--- config.mk ---
export PLATFORM = sky130hd
export DESIGN_NAME = kbd_div_cell
export DESIGN_NICKNAME = d
export VERILOG_FILES = /design/src/kbd_pkg.sv /design/src/kbd_div_cell.sv
export SDC_FILE = /design/constraint.sdc
export NUM_CORES = 1
export LEC_CHECK = 0
export BUFFER_PORTS_ARGS = -buffer_cell sky130_fd_sc_hd__buf_4
export CAP_MARGIN = 20
export CORE_UTILIZATION = 40
export CTS_CLUSTER_DIAMETER = 120
export DETAILED_ROUTE_END_ITERATION = 12
export GPL_TIMING_DRIVEN = 0
export PLACE_DENSITY_LB_ADDON = 0.25
export RECOVER_POWER = 25
export SETUP_SLACK_MARGIN = 0.3
export SLEW_MARGIN = 10
export SYNTH_ARGS = -nofsm -noshare
export SYNTH_HDL_FRONTEND = slang
export SYNTH_SLANG_ARGS = --single-unit
--- constraint.sdc ---
create_clock -name clk -period 23.8 [get_ports clk]
set_clock_uncertainty 0.05 [all_clocks]
set_input_delay 5.95 -clock clk [delete_from_list [all_inputs] [get_ports clk]]
set_output_delay 5.95 -clock clk [all_outputs]
set_load 0.02 [all_outputs]
--- src/kbd_pkg.sv ---
// ----------------------------------------------------------------------------
// kbd_pkg: shared types and constants for the bicycle derivative block
// Fixed-point formats, CORDIC arctangent table and pipeline beat types.
// ----------------------------------------------------------------------------
package kbd_pkg;

  localparam int CORDIC_STAGES = 16;
  localparam int ATAN_ENTRIES  = 24;
  localparam int STAGE_W       = $clog2(ATAN_ENTRIES);

  localparam int ANG_W      = 34;
  localparam int ROT_W      = 32;
  localparam int PROD_W     = 49;
  localparam int SP_W       = 48;
  localparam int NUM_W      = 64;
  localparam int Q_W        = 18;
  localparam int FRAC_SHIFT = 30;
  localparam int DEN_SHIFT  = 12;

  typedef logic signed [14:0] heading_t;
  typedef logic signed [15:0] speed_t;
  typedef logic signed [13:0] steer_t;
  typedef logic signed [15:0] rate_t;
  typedef logic [15:0]        inv_wb_t;

  localparam inv_wb_t INV_WB_RESET = 16'd26214;
  localparam rate_t   SAT_POS      = 16'sh7FFF;
  localparam rate_t   SAT_NEG      = 16'sh8000;

  localparam logic signed [ROT_W-1:0]  CORDIC_GAIN = 32'sd652032874;
  localparam logic signed [ANG_W-1:0]  PI_Q30      = 34'sd3373259426;
  localparam logic signed [ANG_W-1:0]  HALF_PI_Q30 = 34'sd1686629713;
  localparam logic signed [PROD_W:0]   ROUND_Q30   = (PROD_W+1)'(64'd1 << (FRAC_SHIFT-1));

  localparam logic signed [ROT_W-1:0] ATAN_Q30 [ATAN_ENTRIES] = '{
    32'sh3243F6A8, 32'sh1DAC6705, 32'sh0FADBAFC, 32'sh07F56EA6, 32'sh03FEAB76,
    32'sh01FFD55B, 32'sh00FFFAAA, 32'sh007FFF55, 32'sh003FFFEA, 32'sh001FFFFD,
    32'sh000FFFFF, 32'sh0007FFFF, 32'sh0003FFFF, 32'sh0001FFFF, 32'sh0000FFFF,
    32'sh00007FFF, 32'sh00003FFF, 32'sh00001FFF, 32'sh00000FFF, 32'sh000007FF,
    32'sh000003FF, 32'sh000001FF, 32'sh000000FF, 32'sh0000007F
  };

  typedef struct packed {
    logic signed [ROT_W-1:0] x;
    logic signed [ROT_W-1:0] y;
    logic signed [ROT_W-1:0] z;
  } kbd_rot_t;

  typedef struct packed {
    logic              valid;
    kbd_rot_t          hrot;
    kbd_rot_t          srot;
    logic signed [16:0] speed_h;
    speed_t            speed;
    rate_t             accel;
    rate_t             steer_rate;
  } kbd_cord_t;

  typedef struct packed {
    logic                     valid;
    logic signed [PROD_W-1:0] xp;
    logic signed [PROD_W-1:0] yp;
    logic signed [SP_W-1:0]   sp;
    logic signed [ROT_W-1:0]  cs;
    rate_t                    accel;
    rate_t                    steer_rate;
  } kbd_m1_t;

  typedef struct packed {
    logic                    valid;
    logic signed [NUM_W-1:0] num;
    logic signed [ROT_W-1:0] cs;
    rate_t                   x_rate;
    rate_t                   y_rate;
    rate_t                   accel;
    rate_t                   steer_rate;
  } kbd_m2_t;

  typedef struct packed {
    logic             valid;
    logic [NUM_W-1:0] an;
    logic [NUM_W-1:0] ad;
    logic             negq;
    logic             zero;
    rate_t            x_rate;
    rate_t            y_rate;
    rate_t            accel;
    rate_t            steer_rate;
  } kbd_m3_t;

  typedef struct packed {
    logic             valid;
    logic [NUM_W-1:0] rem;
    logic [NUM_W-1:0] dsh;
    logic [Q_W-1:0]   quo;
    logic             negq;
    logic             zero;
    rate_t            x_rate;
    rate_t            y_rate;
    rate_t            accel;
    rate_t            steer_rate;
  } kbd_div_t;

  typedef struct packed {
    rate_t x_rate;
    rate_t y_rate;
    rate_t yaw_rate;
    rate_t speed_rate;
    rate_t steer_rate;
    logic  yaw_saturated;
  } kbd_res_t;

endpackage

--- src/kbd_div_cell.sv ---
// ----------------------------------------------------------------------------
// kbd_div_cell: one restoring division step
// Develops one quotient bit and halves the shifted divisor.
// ----------------------------------------------------------------------------
module kbd_div_cell (
  input  logic              clk,
  input  logic              rst,
  input  logic              adv,
  input  kbd_pkg::kbd_div_t din,
  output kbd_pkg::kbd_div_t dout
);
  import kbd_pkg::*;

  kbd_div_t dout_next;

  always_comb begin
    dout_next = din;
    if (din.rem >= din.dsh) begin
      dout_next.rem = din.rem - din.dsh;
      dout_next.quo = {din.quo[Q_W-2:0], 1'b1};
    end else begin
      dout_next.quo = {din.quo[Q_W-2:0], 1'b0};
    end
    dout_next.dsh = din.dsh >> 1;
  end

  always_ff @(posedge clk) begin
    if (rst) begin
      dout.valid <= 1'b0;
    end else if (adv) begin
      dout <= dout_next;
    end
  end

endmodule

==> results.cfg <==
[outcome]
status = completed

[yosys]
synthesis.nets = 1316
synth_warnings = 0
synth_top_cell_area_share = 0.550
synth.ff_latch_count = 212
synthFlopType = edfxtp_1
ys_top_cells_by_area = edfxtp_1, ha_1, a21oi_1
synthDistinctLibCells = 75
yosysTopAreaCell = edfxtp_1
synth_cells = 1035
async_flop_share = 0
yosysSeqAreaShare = 0.552
synth-edff-count = 211
syn_area_sq_mm = 0.0115
syn_avg_cell_area_sq_um = 11.1

[route]
firstDrtPassIters = 5
avgViaCountPerCell = 5.15
drc_errors = 0
wl_per_cell_um = 19.9
drt_iter0_markers = 616
vias = 9733
wl_um = 37600
ant_nets = 0

[layout]
area_growth_pct = 38.2
nets = 1775
n_antenna_cell = 0
top_register = dout
largest_reg_flops = 212
layout_commonest_cell = buf_4
largest_registers = dout x212
final_cell_mix = buf_4, edfxtp_1, clkbuf_4
final_layout_size_suffix_gt1_frac = 0.319

[power]
power_mw = 1.09
power.ir.vdd_worst_uv = 49.0
leakage_nw = 6.83
power_density_mw_per_mm2 = 68.3

[setup_path]
arrival_ns = 9.46
crit_required_ns = 24.04
crit_path_start_kind = input pin
crit_path_end_kind = register
path_class = input pin to register
path_max_fanout = 5

[sta]
setup_viol_count_final = 0
final.period_utilization = 0.388
tns_ns = 0
max_freq_ghz = 0.108
slew_violations = 0
slew_headroom = 0.0250
rsz0062_at_grt = false
tightest_slew_ns = 1.46
period_needed_ns = 9.23
hold_viol = 0

[global_routing]
first_global_vias = 9426
grt_usage = 0.245
grt_first_pass_wirelength_um = 54300
antenna_found_initial = 0
grt_max_degree = 34
overflow = 0

[cts]
cts_made_buffers = 24
cts.sinks = 212
postCtsHoldBufs = 0
h-tree-depth = 1
clk_latency_ns = 0.53
post-cts-setup-buffers = 0
ctsLongestPathBuffers = 3
path_clk_slew_ns = 0.06
postCtsResizedCells = 0
cts_tree = yes
cts_root_buf = clkbuf_16

[placement]
port_buffers = 426
dp_hpwl_um = 30000
place_congestion = 0.891

[die]
start_util = 0.411
die_y_um = 172
design.portCount = 429
fp.dieW_um = 172
placeableCoreArea_sq_mm = 0.0280
row_count = 61
dieArea_sq_mm = 0.0295

[flow_run]
drv_cap = 0

[hold_path]
hp-class = register to register
==> worst max-delay path, stage by stage <==
cell and delay (ns):
clkbuf_1 0.13, inv_1 0.07, ha_1 0.37, o21a_1 0.18, o211ai_1 0.12, a2111o_1 0.43, a21oi_1 0.24, o21ai_0 0.28
a2111oi_1 1.03, a21boi_0 0.29, xnor2_1 0.27, a21oi_1 0.10
==> cell type report <==
cell class / instances / area [sq um]
Multi-Input combinational cell: 695 / 4570
Sequential cell: 212 / 6360
Clock buffer: 29 / 619
Clock inverter: 15 / 104
Inverter: 87 / 329
Buffer: 41 / 256
Fill cell: 2467 / 12100
Timing Repair Buffer: 433 / 3200
Tap cell: 378 / 473
==> per-stage QoR <==
stage                     instances  setup slack, ns  hold WS, ns  area [sq um]  utilization
after floorplan                1035             7.65        0.529         11500            -
after global placement         1839             3.70        0.436         15200        0.542
after detailed placement       1846            14.17        0.454         15300        0.547
after CTS                      1890            14.73        0.470         16100        0.573
after global routing           1890            14.48        0.504         15900        0.568
final                          1890            14.57        0.475         15900        0.568
==> cell usage after synthesis (6+ instances only) <==
cell type  count
a21oi_1      110
inv_1         86
a31oi_1        9
ha_1          64
nor2_1        75
nor3_1        17
buf_6          9
nand2_1       96
nand3_1        7
clkbuf_1      12
buf_2         16
a211o_1        6
o31ai_1       11
o21ai_0       49
nand4_1       26
a21o_1        33
xnor2_1       29
o21ai_1        6
o21a_1        12
edfxtp_1     211
nand2b_1       7
xor2_1        21
o21bai_1      10
o211ai_1       7
==> power breakdown <==
group | leakage [nW] | switching [mW] | internal (mW)
registers | 1.99 | 0.00757 | 0.447
logic | 4.49 | 0.168 | 0.115
clock network | 0.353 | 0.152 | 0.196
==> kinds of logic after synthesis <==
logic type / count (synthesis) / share of synthesized area
xor gates and xnor gates: 50 / 0.0380
and+or+nand+nor: 269 / 0.110
buffers and inverters: 128 / 0.0509
AOI/OAI and AO/OA: 304 / 0.170
adders and majority gates: 65 / 0.0713
DFF: 212 / 0.552
other: 1 / 0.000326
muxes: 6 / 0.00696
==> layer usage <==
layer / global-route usage / part of all wire / vias to the layer above
met5: 0 / 0 / -
met4: 0.0609 / 0.021 / 0
met3: 0.0676 / 0.096 / 40
met2: 0.432 / 0.49 / 371
met1: 0.294 / 0.39 / 4564
li1: - / - / 4758
==> worst paths after layout <==
path | from | to | slack (ns) | cells after the start
max | din[93] | dout[197]$_DFFE_PP_ | 14.57 | 12
min | dout[212]$_SDFFE_PP0P_ | dout[212]$_SDFFE_PP0P_ | 0.47 | 2
max reg2reg | dout[212]$_SDFFE_PP0P_ | dout[212]$_SDFFE_PP0P_ | 23.16 | 2
min reg2reg | dout[212]$_SDFFE_PP0P_ | dout[212]$_SDFFE_PP0P_ | 0.47 | 2
Note: power is estimated with default switching activity, not from simulation.
