## src/kbd_pkg.sv

```systemverilog
// ----------------------------------------------------------------------------
// kbd_pkg: shared types and constants for the bicycle derivative block
// Fixed-point formats, CORDIC arctangent table and pipeline beat types.
// ----------------------------------------------------------------------------
package kbd_pkg;

  localparam int CORDIC_STAGES = 16;
  localparam int ATAN_ENTRIES  = 24;
  localparam int STAGE_W       = $clog2(ATAN_ENTRIES);

  localparam int ANG_W      = 34;
  localparam int ROT_W      = 32;
  localparam int PROD_W     = 49;
  localparam int SP_W       = 48;
  localparam int NUM_W      = 64;
  localparam int Q_W        = 18;
  localparam int FRAC_SHIFT = 30;
  localparam int DEN_SHIFT  = 12;

  typedef logic signed [14:0] heading_t;
  typedef logic signed [15:0] speed_t;
  typedef logic signed [13:0] steer_t;
  typedef logic signed [15:0] rate_t;
  typedef logic [15:0]        inv_wb_t;

  localparam inv_wb_t INV_WB_RESET = 16'd26214;
  localparam rate_t   SAT_POS      = 16'sh7FFF;
  localparam rate_t   SAT_NEG      = 16'sh8000;

  localparam logic signed [ROT_W-1:0]  CORDIC_GAIN = 32'sd652032874;
  localparam logic signed [ANG_W-1:0]  PI_Q30      = 34'sd3373259426;
  localparam logic signed [ANG_W-1:0]  HALF_PI_Q30 = 34'sd1686629713;
  localparam logic signed [PROD_W:0]   ROUND_Q30   = (PROD_W+1)'(64'd1 << (FRAC_SHIFT-1));

  localparam logic signed [ROT_W-1:0] ATAN_Q30 [ATAN_ENTRIES] = '{
    32'sh3243F6A8, 32'sh1DAC6705, 32'sh0FADBAFC, 32'sh07F56EA6, 32'sh03FEAB76,
    32'sh01FFD55B, 32'sh00FFFAAA, 32'sh007FFF55, 32'sh003FFFEA, 32'sh001FFFFD,
    32'sh000FFFFF, 32'sh0007FFFF, 32'sh0003FFFF, 32'sh0001FFFF, 32'sh0000FFFF,
    32'sh00007FFF, 32'sh00003FFF, 32'sh00001FFF, 32'sh00000FFF, 32'sh000007FF,
    32'sh000003FF, 32'sh000001FF, 32'sh000000FF, 32'sh0000007F
  };

  typedef struct packed {
    logic signed [ROT_W-1:0] x;
    logic signed [ROT_W-1:0] y;
    logic signed [ROT_W-1:0] z;
  } kbd_rot_t;

  typedef struct packed {
    logic              valid;
    kbd_rot_t          hrot;
    kbd_rot_t          srot;
    logic signed [16:0] speed_h;
    speed_t            speed;
    rate_t             accel;
    rate_t             steer_rate;
  } kbd_cord_t;

  typedef struct packed {
    logic                     valid;
    logic signed [PROD_W-1:0] xp;
    logic signed [PROD_W-1:0] yp;
    logic signed [SP_W-1:0]   sp;
    logic signed [ROT_W-1:0]  cs;
    rate_t                    accel;
    rate_t                    steer_rate;
  } kbd_m1_t;

  typedef struct packed {
    logic                    valid;
    logic signed [NUM_W-1:0] num;
    logic signed [ROT_W-1:0] cs;
    rate_t                   x_rate;
    rate_t                   y_rate;
    rate_t                   accel;
    rate_t                   steer_rate;
  } kbd_m2_t;

  typedef struct packed {
    logic             valid;
    logic [NUM_W-1:0] an;
    logic [NUM_W-1:0] ad;
    logic             negq;
    logic             zero;
    rate_t            x_rate;
    rate_t            y_rate;
    rate_t            accel;
    rate_t            steer_rate;
  } kbd_m3_t;

  typedef struct packed {
    logic             valid;
    logic [NUM_W-1:0] rem;
    logic [NUM_W-1:0] dsh;
    logic [Q_W-1:0]   quo;
    logic             negq;
    logic             zero;
    rate_t            x_rate;
    rate_t            y_rate;
    rate_t            accel;
    rate_t            steer_rate;
  } kbd_div_t;

  typedef struct packed {
    rate_t x_rate;
    rate_t y_rate;
    rate_t yaw_rate;
    rate_t speed_rate;
    rate_t steer_rate;
    logic  yaw_saturated;
  } kbd_res_t;

endpackage

```

## src/kbd_cordic_cell.sv

```systemverilog
// ----------------------------------------------------------------------------
// kbd_cordic_cell: one CORDIC rotation step for heading and steer angles
// Rotates both vectors by one table angle and forwards the beat.
// ----------------------------------------------------------------------------
module kbd_cordic_cell (
  input  logic                     clk,
  input  logic                     rst,
  input  logic                     adv,
  input  logic [kbd_pkg::STAGE_W-1:0] stage,
  input  kbd_pkg::kbd_cord_t       din,
  output kbd_pkg::kbd_cord_t       dout
);
  import kbd_pkg::*;

  kbd_cord_t dout_next;

  function automatic kbd_rot_t rotate(input kbd_rot_t r, input logic [STAGE_W-1:0] s);
    kbd_rot_t                o;
    logic signed [ROT_W-1:0] xs;
    logic signed [ROT_W-1:0] ys;
    xs = $signed(r.x) >>> s;
    ys = $signed(r.y) >>> s;
    if (!r.z[ROT_W-1]) begin
      o.x = r.x - ys;
      o.y = r.y + xs;
      o.z = r.z - ATAN_Q30[s];
    end else begin
      o.x = r.x + ys;
      o.y = r.y - xs;
      o.z = r.z + ATAN_Q30[s];
    end
    return o;
  endfunction

  always_comb begin
    dout_next      = din;
    dout_next.hrot = rotate(din.hrot, stage);
    dout_next.srot = rotate(din.srot, stage);
  end

  always_ff @(posedge clk) begin
    if (rst) begin
      dout.valid <= 1'b0;
    end else if (adv) begin
      dout <= dout_next;
    end
  end

endmodule

```

## config.mk

```make
export PLATFORM = sky130hd
export DESIGN_NAME = kbd_cordic_cell
export DESIGN_NICKNAME = d
export VERILOG_FILES = /design/src/kbd_pkg.sv /design/src/kbd_cordic_cell.sv
export SDC_FILE = /design/constraint.sdc
export NUM_CORES = 1
export LEC_CHECK = 0
export BUFFER_PORTS_ARGS = -buffer_cell sky130_fd_sc_hd__buf_4
export CAP_MARGIN = 10
export CORE_ASPECT_RATIO = 1.4
export CORE_MARGIN = 2
export CORE_UTILIZATION = 55
export CTS_BUF_LIST = sky130_fd_sc_hd__clkbuf_8
export DETAILED_ROUTE_END_ITERATION = 6
export PLACE_DENSITY = 0.79
export REMOVE_ABC_BUFFERS = 1
export SLEW_MARGIN = 20
export SYNTH_ARGS = -nofsm -noshare
export SYNTH_HDL_FRONTEND = slang
export SYNTH_SLANG_ARGS = --single-unit
```

## constraint.sdc

```tcl
create_clock -name clk -period 30.6 [get_ports clk]
set_input_delay 6.12 -clock clk [delete_from_list [all_inputs] [get_ports clk]]
set_output_delay 6.12 -clock clk [all_outputs]
set_load 0.01 [all_outputs]
```

==> impl_metrics.py, run 1 <==
metrics = {
    "timing": {
        "whs_ns": 0.5629,
        "clock_skew_ns": 0,
        "finalHoldViolCount": 0,
        "finalCritPeriodShare_pct": 42.03,
        "tightest_slew_ns": 1.361,
        "max_freq_mhz": 77.76,
        "setup_viol": 0,
        "drv_slew": 0,
        "layout_min_cycle_time_ns": 12.86,
        "setup_tns_ns": 0,
        "grt_setup_unrepaired": "no",
        "relSlewSlack_pct": 8.738,
    },
    "clock_network": {
        "cts_tree": "built",
        "cts_root_buf": "clkbuf_8",
        "clk_pin_slew_ns": 0.06,
        "cts_resized": 0,
        "cts.sinks": 258,
        "clk_latency_ns": 0.64,
        "cts_htree_levels": 2,
        "hold_buffers": 0,
        "numCtsBuffers": 43,
        "postCtsSetupRepairBufs": 0,
        "clock_path_buffers": 3,
    },
    "detailed_routing": {
        "met1Wirelength_um": 41790,
        "drt_iter0_drc": 3581,
        "vias": 29680,
        "wl_per_cell_um": 30.97,
        "dr.max_layer_used": "met5",
        "wl_um": 133400,
        "ant_nets": 0,
        "drcViolationCount": 0,
        "dr_wl_met3_um": 14410,
        "via_per_inst": 6.890,
        "routed-wl-met2_um": 62230,
        "drt-pass1-iter-count": 6,
    },
    "worst_setup_path": {
        "worstSetupStartpointType": "input port",
        "cp-end-kind": "register",
        "critical_path_class": "in2reg",
        "cp_max_fo": 48,
        "required_ns": 31.01,
        "crit_arrival_ns": 13.27,
    },
    "synthesis": {
        "synthArstFlopShare_pct": 0,
        "yosys.area_share.adder_pct": 9.669,
        "avgSynthCellArea_um2": 9.618,
        "yosysUniqueCellTypes": 108,
        "yosys_most_used_dff": "edfxtp_1",
        "yosysWarnings": 0,
        "synth_mux_area_share_pct": 16.90,
        "synth.area.top_cells": "edfxtp_1, ha_1, mux4_2",
        "synth_edf_count": 257,
        "synth_cells": 3089,
        "ys_seq_area_share_pct": 26.04,
        "synth_top_family_by_area": "compound AO/OA/AOI/OAI gates",
        "synth_area_leader_cell": "edfxtp_1",
        "synth_compound_area_share_pct": 20.24,
        "synth-seq-cells": 258,
        "yosys.area.top_type_share_pct": 25.98,
        "synth_xor_area_share_pct": 9.728,
        "synth-simple-area-share_pct": 13.47,
        "netlist_area_um2": 29710,
    },
    "global_routing": {
        "antenna_found_initial": 13,
        "grt_pass1_vias": 29220,
        "grt_max_degree": 78,
        "grt_overflow": 0,
        "grt_usage_pct": 46.93,
        "grt_pass1_wl_um": 192700,
    },
    "layout": {
        "fin_util_pct": 65.85,
        "layout_commonest_cell": "buf_4",
        "nNetsFinal": 4043,
        "top_register": "dout",
        "largest_registers": "dout x258",
        "drive_above_1_share_pct": 25.68,
        "area_growth_pct": 18.15,
        "largest_register_ffs": 258,
        "layout_common_cells": "buf_4, edfxtp_1, nor2_1",
    },
    "status": {
        "status": "finished, final reports clean",
    },
    "die": {
        "die_area_um2": 55920,
        "io_pins": 524,
        "rows": 100,
        "die_y_um": 279,
        "coreArea_um2": 53300,
        "start_util_pct": 55.74,
        "die_x_um": 200.4,
    },
    "placed_design": {
        "gp_congestion": 1.077,
        "hpwl_um": 98300,
        "numPortBuffers": 523,
    },
    "min_path": {
        "hold_class": "reg2reg",
    },
    "pwr": {
        "p_leak_nw": 14.48,
        "p_per_area_nw_per_um2": 48.77,
        "ir_drop_mv": 0.04839,
    },
    "run": {
        "maxCapViolCount": 0,
    },
}
worst max-delay path, cell delays in order:
cell      delay (ns)
buf_4           0.27
buf_4           0.60
clkinv_1        0.79
buf_4           0.49
a21boi_0        0.51
a22oi_1         0.18
o211ai_1        0.26
and4_1          0.32
nand3_1         0.13
nor2_1          0.32
and4_1          0.42
a31oi_1         0.15
xor2_1          0.21
ha_1            0.31
a21o_1          0.17
a21oi_1         0.15
nor2_1          0.09
o41ai_1         0.32
a31oi_1         0.18
o21ai_0         0.28
a21boi_0        0.18
or4_1           0.42
a31oi_1         0.23
xnor2_1         0.10
path summary, 6_finish.rpt:
kind	slack [ns]	depth (start not counted)	to	from
worst min register to register	0.56	2	dout[257]$_SDFFE_PP0P_	dout[257]$_SDFFE_PP0P_
worst max-delay path	17.74	24	dout[160]$_DFFE_PP_	stage[3]
worst min-delay path	0.56	2	dout[257]$_SDFFE_PP0P_	dout[257]$_SDFFE_PP0P_
worst max register to register	29.98	2	dout[257]$_SDFFE_PP0P_	dout[257]$_SDFFE_PP0P_
stage by stage:
stage / worst slack (ns) / std cells / power (mW) / cell area [um^2]
3_3_place_gp: 17.39 / 4216 / 1.318 / 34060
3_5_place_dp: 17.30 / 4216 / 1.327 / 34060
4_1_cts: 17.97 / 4293 / 1.681 / 35000
5_1_grt: 17.35 / 4303 / 1.783 / 35090
2_1_floorplan: 12.20 / 2938 / 1.018 / 28890
6_report: 17.74 / 4308 / 1.712 / 35100
cell usage after synthesis (all sizes together) (22+ instances only):
| master | number |
|---|---|
| buf | 91 |
| xor2 | 92 |
| a31oi | 48 |
| edfxtp | 257 |
| o21ai | 147 |
| a21oi | 243 |
| nand2 | 209 |
| mux2 | 86 |
| nor3 | 40 |
| a211oi | 34 |
| ha | 220 |
| and3 | 26 |
| nor2b | 37 |
| mux2i | 123 |
| xnor2 | 238 |
| inv | 90 |
| nand3 | 62 |
| mux4 | 124 |
| clkbuf | 60 |
| o21a | 39 |
| a21o | 69 |
| a22oi | 35 |
| o22ai | 26 |
| nor2 | 257 |
| o211ai | 29 |
| and2 | 27 |
| or2 | 22 |
| nand2b | 33 |
metal layers:
metal  vias to the layer above  track usage, %
li1                      12790               -
met1                     14050           46.46
met2                      2089           76.63
met4                         6           44.24
met3                       744           16.55
met5                         -          0.9582
cell families after synthesis:
logic type,count (synthesis)
adders and majority gates,226
muxes,333
xor gates and xnor gates,330
buffers and inverters,245
AOI/OAI and AO/OA,896
and+or+nand+nor,801
DFF,258
cell type report:
cell class,count,area (um^2)
flip-flops and latches,258,7737
diodes,11,27.53
well taps,714,893.4
inverters,94,352.8
clock buffers,43,591.8
multi-input cells,2586,20880
fillers,4410,18200
repair buffers,568,4272
clock inverters,34,342.8
power breakdown:
group	internal [mW]	leakage (nW)	switching [mW]
clock network	0.192	0.509	0.160
registers	0.471	2.42	0.0167
logic	0.359	11.5	0.513
Power figures use the tool's default switching activity.
==> inputs of run 2 (changes only) <==
==> constraint.sdc (replaced) <==
create_clock -name clk -period 13.3 [get_ports clk]
set_input_delay 2.66 -clock clk [delete_from_list [all_inputs] [get_ports clk]]
set_output_delay 2.66 -clock clk [all_outputs]
set_load 0.01 [all_outputs]
==> run 2 against run 1 <==
The run now ends with DRC left. Clock power grew 89%. Register-to-register slack worse by 17 ns. Die area did not move. Critical endpoint unchanged. Largest cell class unchanged.
==> impl_metrics.py, run 2 (same netlist as run 1, synthesis figures left out) <==
metrics = {
    "die": {
        "die_y_um": 279,
        "coreArea_um2": 53300,
        "die_x_um": 200.4,
        "die_area_um2": 55920,
        "io_pins": 524,
        "start_util_pct": 55.74,
        "rows": 100,
    },
    "run": {
        "maxCapViolCount": 0,
    },
    "global_routing": {
        "grt_overflow": 0,
        "grt_max_degree": 130,
        "antenna_found_initial": 7,
        "grt_pass1_wl_um": 180700,
        "grt_usage_pct": 43.29,
        "grt_pass1_vias": 28900,
    },
    "layout": {
        "top_register": "dout",
        "area_growth_pct": 17.37,
        "fin_cells": 4294,
        "layout_common_cells": "buf_4, edfxtp_1, nor2_1",
        "largest_register_ffs": 258,
        "fin_util_pct": 65.42,
        "drive_above_1_share_pct": 25.22,
        "nNetsFinal": 4039,
        "largest_registers": "dout x258",
        "finalInstanceArea_um2": 34870,
        "layout_commonest_cell": "buf_4",
    },
    "detailed_routing": {
        "via_per_inst": 6.850,
        "drcViolationCount": 1,
        "ant_nets": 0,
        "vias": 29420,
        "wl_per_cell_um": 29.04,
        "drt_iter0_drc": 3654,
        "drt-pass1-iter-count": 7,
        "wl_um": 124700,
    },
    "clock_network": {
        "clock_path_buffers": 3,
        "clk_pin_slew_ns": 0.07,
        "cts_htree_levels": 2,
        "cts_resized": 0,
        "cts.sinks": 258,
        "postCtsSetupRepairBufs": 0,
        "cts_root_buf": "clkbuf_8",
        "numCtsBuffers": 42,
        "cts_tree": "built",
        "hold_buffers": 0,
        "clk_latency_ns": 0.62,
    },
    "worst_setup_path": {
        "cp_slowest_cell": "o21ai_0",
        "crit_arrival_ns": 9.91,
        "critical_path_class": "in2reg",
        "crit_cells": 23,
        "critPathBufInv": 2,
        "ff2ff_path_depth": 2,
        "endpoint": "dout[160]$_DFFE_PP_",
        "path_cells": "buf_8, buf_12, mux4_2, mux2_2, o21ai_0, o32a_1, and3_1, and3_1, and3_1, and3_1, a21oi_1, xor2_1, ha_1, nand3_1, nor2_1, and3_1, nand4_1, a31oi_1, o21ai_0, a21boi_0, or4_1, a31oi_1, xnor2_1",
        "timing.critical_path.mode_cell": "and3_1",
        "reg2reg_setup_slack_ns": 12.65,
        "r2r-end": "dout[257]$_SDFFE_PP0P_",
        "rr_startpoint": "dout[257]$_SDFFE_PP0P_",
        "worstSetupStartpointType": "input port",
        "cp_max_fo": 129,
        "required_ns": 13.70,
        "cp-end-kind": "register",
        "slowest_delay_ns": 0.74,
        "cp_top_family": "compound AO/OA/AOI/OAI gates",
        "cp-startpoint": "stage[0]",
    },
    "timing": {
        "finalHoldViolCount": 0,
        "drv_slew": 0,
        "relSlewSlack_pct": 15.01,
        "whs_ns": 0.5759,
        "setup_tns_ns": 0,
        "layout_min_cycle_time_ns": 9.506,
        "setup_slack_ns": 3.794,
        "grt_setup_unrepaired": "no",
        "setup_viol": 0,
        "max_freq_mhz": 105.2,
        "clock_skew_ns": 0,
        "tightest_slew_ns": 1.272,
        "finalCritPeriodShare_pct": 71.47,
    },
    "pwr": {
        "p_total_mw": 3.754,
        "p_per_area_nw_per_um2": 107.7,
        "p_leak_nw": 14.41,
        "ir_drop_mv": 0.07957,
    },
    "placed_design": {
        "gp_congestion": 1.135,
        "pre_cts_ws_ns": 3.599,
        "hpwl_um": 90150,
        "numPortBuffers": 523,
        "dpl.cell_count": 4209,
        "placed_area_um2": 34010,
    },
    "status": {
        "violations": "DRC",
        "status": "finished, violations left",
    },
    "min_path": {
        "hold_class": "reg2reg",
    },
}
## run 2: changes by cell type in the layout (fill, tap and decap cells not counted), moves of 2 or more
cell / before / now
a211oi_1: 31 / 33
buf_4: 564 / 560
bufinv_16: 7 / 1
clkinvlp_4: 2 / 0
diode_2: 11 / 3
inv_1: 97 / 102
mux2i_1: 120 / 122
mux2i_2: 3 / 1
nor2_1: 253 / 256
nor2_2: 4 / 1
## run 2: worst min path at each step
stage	start	endpoint	slack, ns	cells after the start
3_3_place_gp	dout[257]$_SDFFE_PP0P_	dout[257]$_SDFFE_PP0P_	0.54	2
6_report	dout[257]$_SDFFE_PP0P_	dout[257]$_SDFFE_PP0P_	0.58	2
3_5_place_dp	dout[257]$_SDFFE_PP0P_	dout[257]$_SDFFE_PP0P_	0.58	2
5_1_grt	dout[257]$_SDFFE_PP0P_	dout[257]$_SDFFE_PP0P_	0.60	2
4_1_cts	dout[257]$_SDFFE_PP0P_	dout[257]$_SDFFE_PP0P_	0.59	2
2_1_floorplan	dout[257]$_SDFFE_PP0P_	dout[257]$_SDFFE_PP0P_	0.53	2
## run 2: final cells by class
cell class	count	area, um^2
Timing Repair Buffer	565	4259
Multi-Input combinational cell	2586	20860
Inverter	94	352.8
Tap cell	714	893.4
Antenna cell	3	7.507
Fill cell	4430	18430
Clock inverter	31	170.2
Sequential cell	258	7737
Clock buffer	43	591.8
## run 2: per-layer routing
metal	global-route usage [%]	up-vias	share of wire (%)
li1	-	12780	-
met1	43.69	13780	31
met2	70.57	2161	46
met3	15.66	691	12
met4	38.10	8	10
met5	1.829	-	0.064
## run 2: report_power, final
| part | switching, mW | total [mW] | internal (mW) | leakage [nW] |
|---|---|---|---|---|
| registers | 0.0361 | 1.12 | 1.08 | 2.42 |
| logic | 1.15 | 1.97 | 0.824 | 11.5 |
| clock network | 0.343 | 0.664 | 0.322 | 0.447 |
| total | 1.52 | 3.75 | 2.23 | 14.4 |
## run 2: worst reg2reg max path, cell delays in order (launching register included)
cell and delay, ns:
dfxtp_1 0.33, mux2i_1 0.16, nor2_1 0.06
